<file path="config.mk">
export PLATFORM = sky130hd
export DESIGN_NAME = pcdt_ctrl
export DESIGN_NICKNAME = d
export VERILOG_FILES = /design/src/rtl/pcdt_pkg.sv /design/src/rtl/pcdt_ctrl.sv
export SDC_FILE = /design/constraint.sdc
export NUM_CORES = 1
export LEC_CHECK = 0
export CAP_MARGIN = 20
export CORE_AREA = 3 3 40 42
export DETAILED_ROUTE_END_ITERATION = 8
export DIE_AREA = 0 0 43 45
export DONT_BUFFER_PORTS = 1
export PLACE_DENSITY = 0.3
export SLEW_MARGIN = 25
export SYNTH_ARGS = -nofsm -noshare
export SYNTH_HDL_FRONTEND = slang
export SYNTH_SLANG_ARGS = --single-unit
</file>
<file path="constraint.sdc">
create_clock -name clk -period 2.81 [get_ports clk]
set_clock_uncertainty 0.1 [all_clocks]
set_input_delay 0.562 -clock clk [delete_from_list [all_inputs] [get_ports clk]]
set_output_delay 0.562 -clock clk [all_outputs]
set_load 0.1 [all_outputs]
</file>
<file path="src/rtl/pcdt_pkg.sv">
// Types, constants and the tolerance compare shared by the plane component dedup table.
// No dependencies.
`default_nettype none

package pcdt_pkg;

    localparam int VALUE_BITS = 32;
    localparam int EPS_BITS   = 16;
    localparam int NUM_LANES  = 4;
    localparam int REQ_BITS   = 2;

    localparam logic [REQ_BITS-1:0] REQ_FIND  = 2'd0;
    localparam logic [REQ_BITS-1:0] REQ_ADD   = 2'd1;
    localparam logic [REQ_BITS-1:0] REQ_CLEAR = 2'd2;

    localparam logic [EPS_BITS-1:0] EPS_RESET = 16'd7;

    typedef logic signed [VALUE_BITS-1:0] value_t;

    typedef struct packed {
        logic [REQ_BITS-1:0] req_type;
        value_t              normal_x;
        value_t              normal_y;
        value_t              normal_z;
        value_t              plane_distance;
    } plane_req_t;

    typedef struct packed {
        logic   found;
        value_t snapped_x;
        value_t snapped_y;
        value_t snapped_z;
        value_t snapped_distance;
        logic   overflow;
    } plane_res_t;

    typedef struct packed {
        logic load;
        logic scan;
        logic finish;
    } pcdt_cmd_t;

    typedef struct packed {
        logic scan_done;
    } pcdt_sts_t;

    typedef enum logic [2:0] {
        ST_IDLE   = 3'b001,
        ST_SCAN   = 3'b010,
        ST_FINISH = 3'b100
    } pcdt_state_t;

    // |a - b| < eps, difference formed one bit wider so nothing wraps
    function automatic logic value_match(input value_t a, input value_t b,
                                         input logic [EPS_BITS-1:0] eps);
        logic signed [VALUE_BITS:0] diff;
        logic [VALUE_BITS:0]        mag;
        diff = $signed({a[VALUE_BITS-1], a}) - $signed({b[VALUE_BITS-1], b});
        mag  = diff[VALUE_BITS] ? (VALUE_BITS+1)'(-diff) : (VALUE_BITS+1)'(diff);
        return mag < {{(VALUE_BITS+1-EPS_BITS){1'b0}}, eps};
    endfunction

endpackage

`default_nettype wire

</file>
<file path="src/rtl/pcdt_ctrl.sv">
// Controller FSM for the plane component dedup table.
// Depends on pcdt_pkg.
`default_nettype none

module pcdt_ctrl (
    input  wire logic               clk,
    input  wire logic               rst_n,
    input  wire logic               start,
    input  wire pcdt_pkg::pcdt_sts_t sts,
    output pcdt_pkg::pcdt_cmd_t     cmd,
    output logic                    busy
);

    import pcdt_pkg::*;

    pcdt_state_t state_reg;
    pcdt_state_t state_next;

    always_comb
    begin
        state_next = state_reg;
        case (state_reg)
            ST_IDLE:
            begin
                if (start)
                begin
                    state_next = ST_SCAN;
                end
            end
            ST_SCAN:
            begin
                if (sts.scan_done)
                begin
                    state_next = ST_FINISH;
                end
            end
            ST_FINISH:
            begin
                state_next = ST_IDLE;
            end
            default:
            begin
                state_next = ST_IDLE;
            end
        endcase
    end

    always_ff @(posedge clk or negedge rst_n)
    begin
        if (!rst_n)
        begin
            state_reg <= ST_IDLE;
        end
        else
        begin
            state_reg <= state_next;
        end
    end

    assign busy       = (state_reg != ST_IDLE);
    assign cmd.load   = (state_reg == ST_IDLE) && start;
    assign cmd.scan   = (state_reg == ST_SCAN);
    assign cmd.finish = (state_reg == ST_FINISH);

endmodule

`default_nettype wire

</file>
# Word-level counts from Yosys, hierarchy flattened
# Index checks and enable logic that the tools add are counted.
# totals
regBits	3
in_bits	4
out_inout_bits	4
elab_cells	12
# op_classes
eq_ne	6
mux	3
n_reduce_logical	2
# ops
op	n
$mux W3	2
$pmux W3 S2	1
$ne A2 B2 Y1 const B	2
$eq A3 B1 Y1 const B	1
$eq A3 B2 Y1 const B	1
$eq A3 B3 Y1 const B	1
$ne A3 B1 Y1 const B	1
$reduce_and A2 Y1	1
$logic_and A1 B1 Y1	1

# Depth between registers and ports, before layout
# depth
ltp_word	3
ltp_mapped	2
ltp_nobuf	2

# Worst setup path after synthesis
# OpenSTA, ideal clock, no wires.
# synth_timing
path_type	reg2out
startpoint	register state_reg[2]
endpoint	output port cmd[0] in the netlist's numbering
arrival_ns	2.661
required_time_ns	2.148
path_slack_ns	-0.513
path_stages_with_launch	2
n_path_buf	0
cell_sequence	dfrtp_1 > nor3b_1
# synth_rtl
item	line_no	text
from (decl)	pcdt_ctrl.sv:16	pcdt_state_t state_reg;
from (signal assigned)	pcdt_ctrl.sv:56	state_reg <= state_next;
to (decl)	pcdt_ctrl.sv:10	output pcdt_pkg::pcdt_cmd_t cmd,

# Worst setup path after layout
# layout_timing
startpoint	register state_reg[0]
endpoint	output port busy
# layout_via
elab_chain_cells	1
# layout_rtl
item	line_no	text
$ne A3 B1 Y1	pcdt_ctrl.sv:60	assign busy = (state_reg != ST_IDLE);
to (decl)	pcdt_ctrl.sv:11	output logic busy
# Every way passes these cells.

==> run_results.csv <==
group,metric,value,unit
outcome,outcome,"finished clean",
clock_tree,cts_tree,"done",
logic_synthesis,yosysWarningCount,0,
global_routing,grt_start_max_net_pins,6,
floorplan,core,1280,sq um
detailed_routing,drt_iter0_drc,0,
floorplan,io_pins,8,
logic_synthesis,synth_seq_cells,3,
timing,drv_slew,0,
global_routing,grt_pass1_wl,586,microns
worst_setup_path,cp_top_family,"simple AND/OR/NAND/NOR gates",
worst_setup_path,r2r-end,"state_reg[1]",
detailed_routing,final_antenna_net_count,0,
flow_run,maxCapViolations,0,
worst_setup_path,r2r_start,"state_reg[0]",
detailed_routing,drtPass1Iterations,1,
timing,whs,0.0721,ns
global_routing,grt_pass1_vias,161,
layout,drive_gt1_share,52.6,%
timing,relSlewSlack,39.8,%
detailed_routing,routed_via_density,3.74,
timing,fin_crit_sh,80.7,%
timing,rsz0062_at_grt,"false",
detailed_routing,wirelength,350,microns
clock_tree,cts.sink_count,3,
floorplan,fp-row-count,13,
worst_setup_path,crit_buf_inv,0,
worst_setup_path,r2r_slack,1.35,ns
timing,fin_setup_tns,0,ns
placement,placed_cells,29,
logic_synthesis,synth_cell_types,10,
placement,gp_congestion,0.570,
global_routing,grt_overflow_total,0,
worst_setup_path,worstSetupStartpointType,"flip-flop",
worst_setup_path,path_max_fanout,5,
clock_tree,clockRootBuffer,"clkbuf_4",
clock_tree,clk_latency,0.23,ns
worst_setup_path,crit_slowest_cell,"or3b_1",
timing,worst_pin_slew,0.904,ns
clock_tree,cts_resized,0,
logic_synthesis,avgSynthCellArea,14.1,sq um
clock_tree,cts_buffer_depth,2,
floorplan,die_h,45,microns
worst_setup_path,worstPathCellList,"or3b_1",
logic_synthesis,synth_area,155,sq um
layout,largest_reg_flops,3,
worst_setup_path,required,2.15,ns
logic_synthesis,syn_inst,11,
floorplan,initial_core_util,12.1,%
clock_tree,cts_max_level,1,
placement,port_buffers,0,
layout,final_nets,24,
global_routing,gr-usage-all-layers,5.26,%
timing,fmax,441,MHz
logic_synthesis,syn-num-nets,15,
clock_tree,clk_pin_slew_worst_paths,0.04,ns
worst_setup_path,arrival,1.61,ns
detailed_routing,routedWlPerCell,10.3,microns
layout,syn_to_final_growth,61.3,%
worst_setup_path,critical_path.max_stage_delay,0.77,ns
clock_tree,cts_made_buffers,3,
timing,final_hold_viol_count,0,
logic_synthesis,ys_seq_area_share,49.2,%
worst_setup_path,ff2ff_path_depth,3,
global_routing,antenna_found_initial,0,
detailed_routing,vias,127,
worst_setup_path,crit_path_end_kind,"output pin",
layout,n_antenna_cell,0,
floorplan,die_w,43,microns
floorplan,die-area,1940,sq um
layout,layout.cells.non_filler,34,
timing,layout_min_cycle_time,2.27,ns
worst_setup_path,crit_type,"flip-flop to output pin",
min_path,hold_class,"input port to asynchronous set/reset pin",
detailed_routing,drc_errors,0,
timing,setup_violations,0,
==> layout by cell type (no fill, tap or decap) <==
cell type and instances:
clkbuf_4 3, buf_4 3, nor3b_4 2, dfrtp_1 2
or3b_1 1, nor4bb_4 1, and2_1 1, nor2_1 1
nor4b_1 1, or2_1 1, clkbuf_1 1, dlygate4sd3_1 1
dfstp_2 1
==> layout make-up <==
| type | instances | area, sq um |
|---|---|---|
| well taps | 15 | 18.8 |
| flip-flops and latches | 3 | 76.3 |
| fillers | 138 | 1030 |
| repair buffers | 4 | 32.5 |
| multi-input cells | 8 | 96.3 |
| clock buffers | 4 | 26.3 |
==> cell families after synthesis <==
group and synth area share [%]:
flip-flops 49.2, AND/OR/NAND/NOR 50.8
==> worst reg2reg max path, delay by kind of cell, from the launching register on <==
family | cells | cell delay (ns)
buf+inv | 1 | 0.33
flops | 1 | 0.60
simple gates | 2 | 0.36
==> worst max path at each step <==
stage,startpoint,end,slack (ns),cells after the start
CTS,state_reg[0],busy,0.53,1
global route,state_reg[0],busy,0.50,1
finish,state_reg[0],busy,0.54,1
global placement,state_reg[0],busy,0.78,1
floorplan,start,cmd[2],0.44,1
detailed placement,state_reg[0],busy,0.79,1
==> cells in the mapped netlist <==
cell type	number	area share, %
nor4bb_4	1	16
or3b_1	1	5.6
nor2_1	1	2.4
nor3b_1	1	4.8
and2_1	1	4.0
dfstp_2	1	17
nor4b_1	1	5.6
dfrtp_1	2	32
or2_1	1	4.0
nor3b_2	1	8.1
==> layer usage <==
metal / track usage (%) / up-vias / part of all wire (%) / wire length [microns]
met4: 12.7 / 0 / 10 / 36
met1: 2.18 / 58 / 22 / 78
li1: - / 58 / - / -
met5: 0 / - / 0 / 0
met2: 8.38 / 7 / 59 / 207
met3: 1.99 / 4 / 7.7 / 27
==> stage by stage <==
step	util (%)	instance area [sq um]	setup WS (ns)
after CTS	19.5	250	0.526
final	19.5	250	0.542
after detailed placement	16.7	214	0.787
after global routing	19.5	250	0.500
after floorplan	-	160	0.438
after global placement	16.7	214	0.784
==> timing repair <==
action	in CTS	in global routing
hold endpoints to repair	2	0
hold buffers	1	0
buffers inserted	0	0
Power is left out: the tool's default activity adds up to more than one toggle a clock period on the data nets, which glitch-free logic cannot reach.
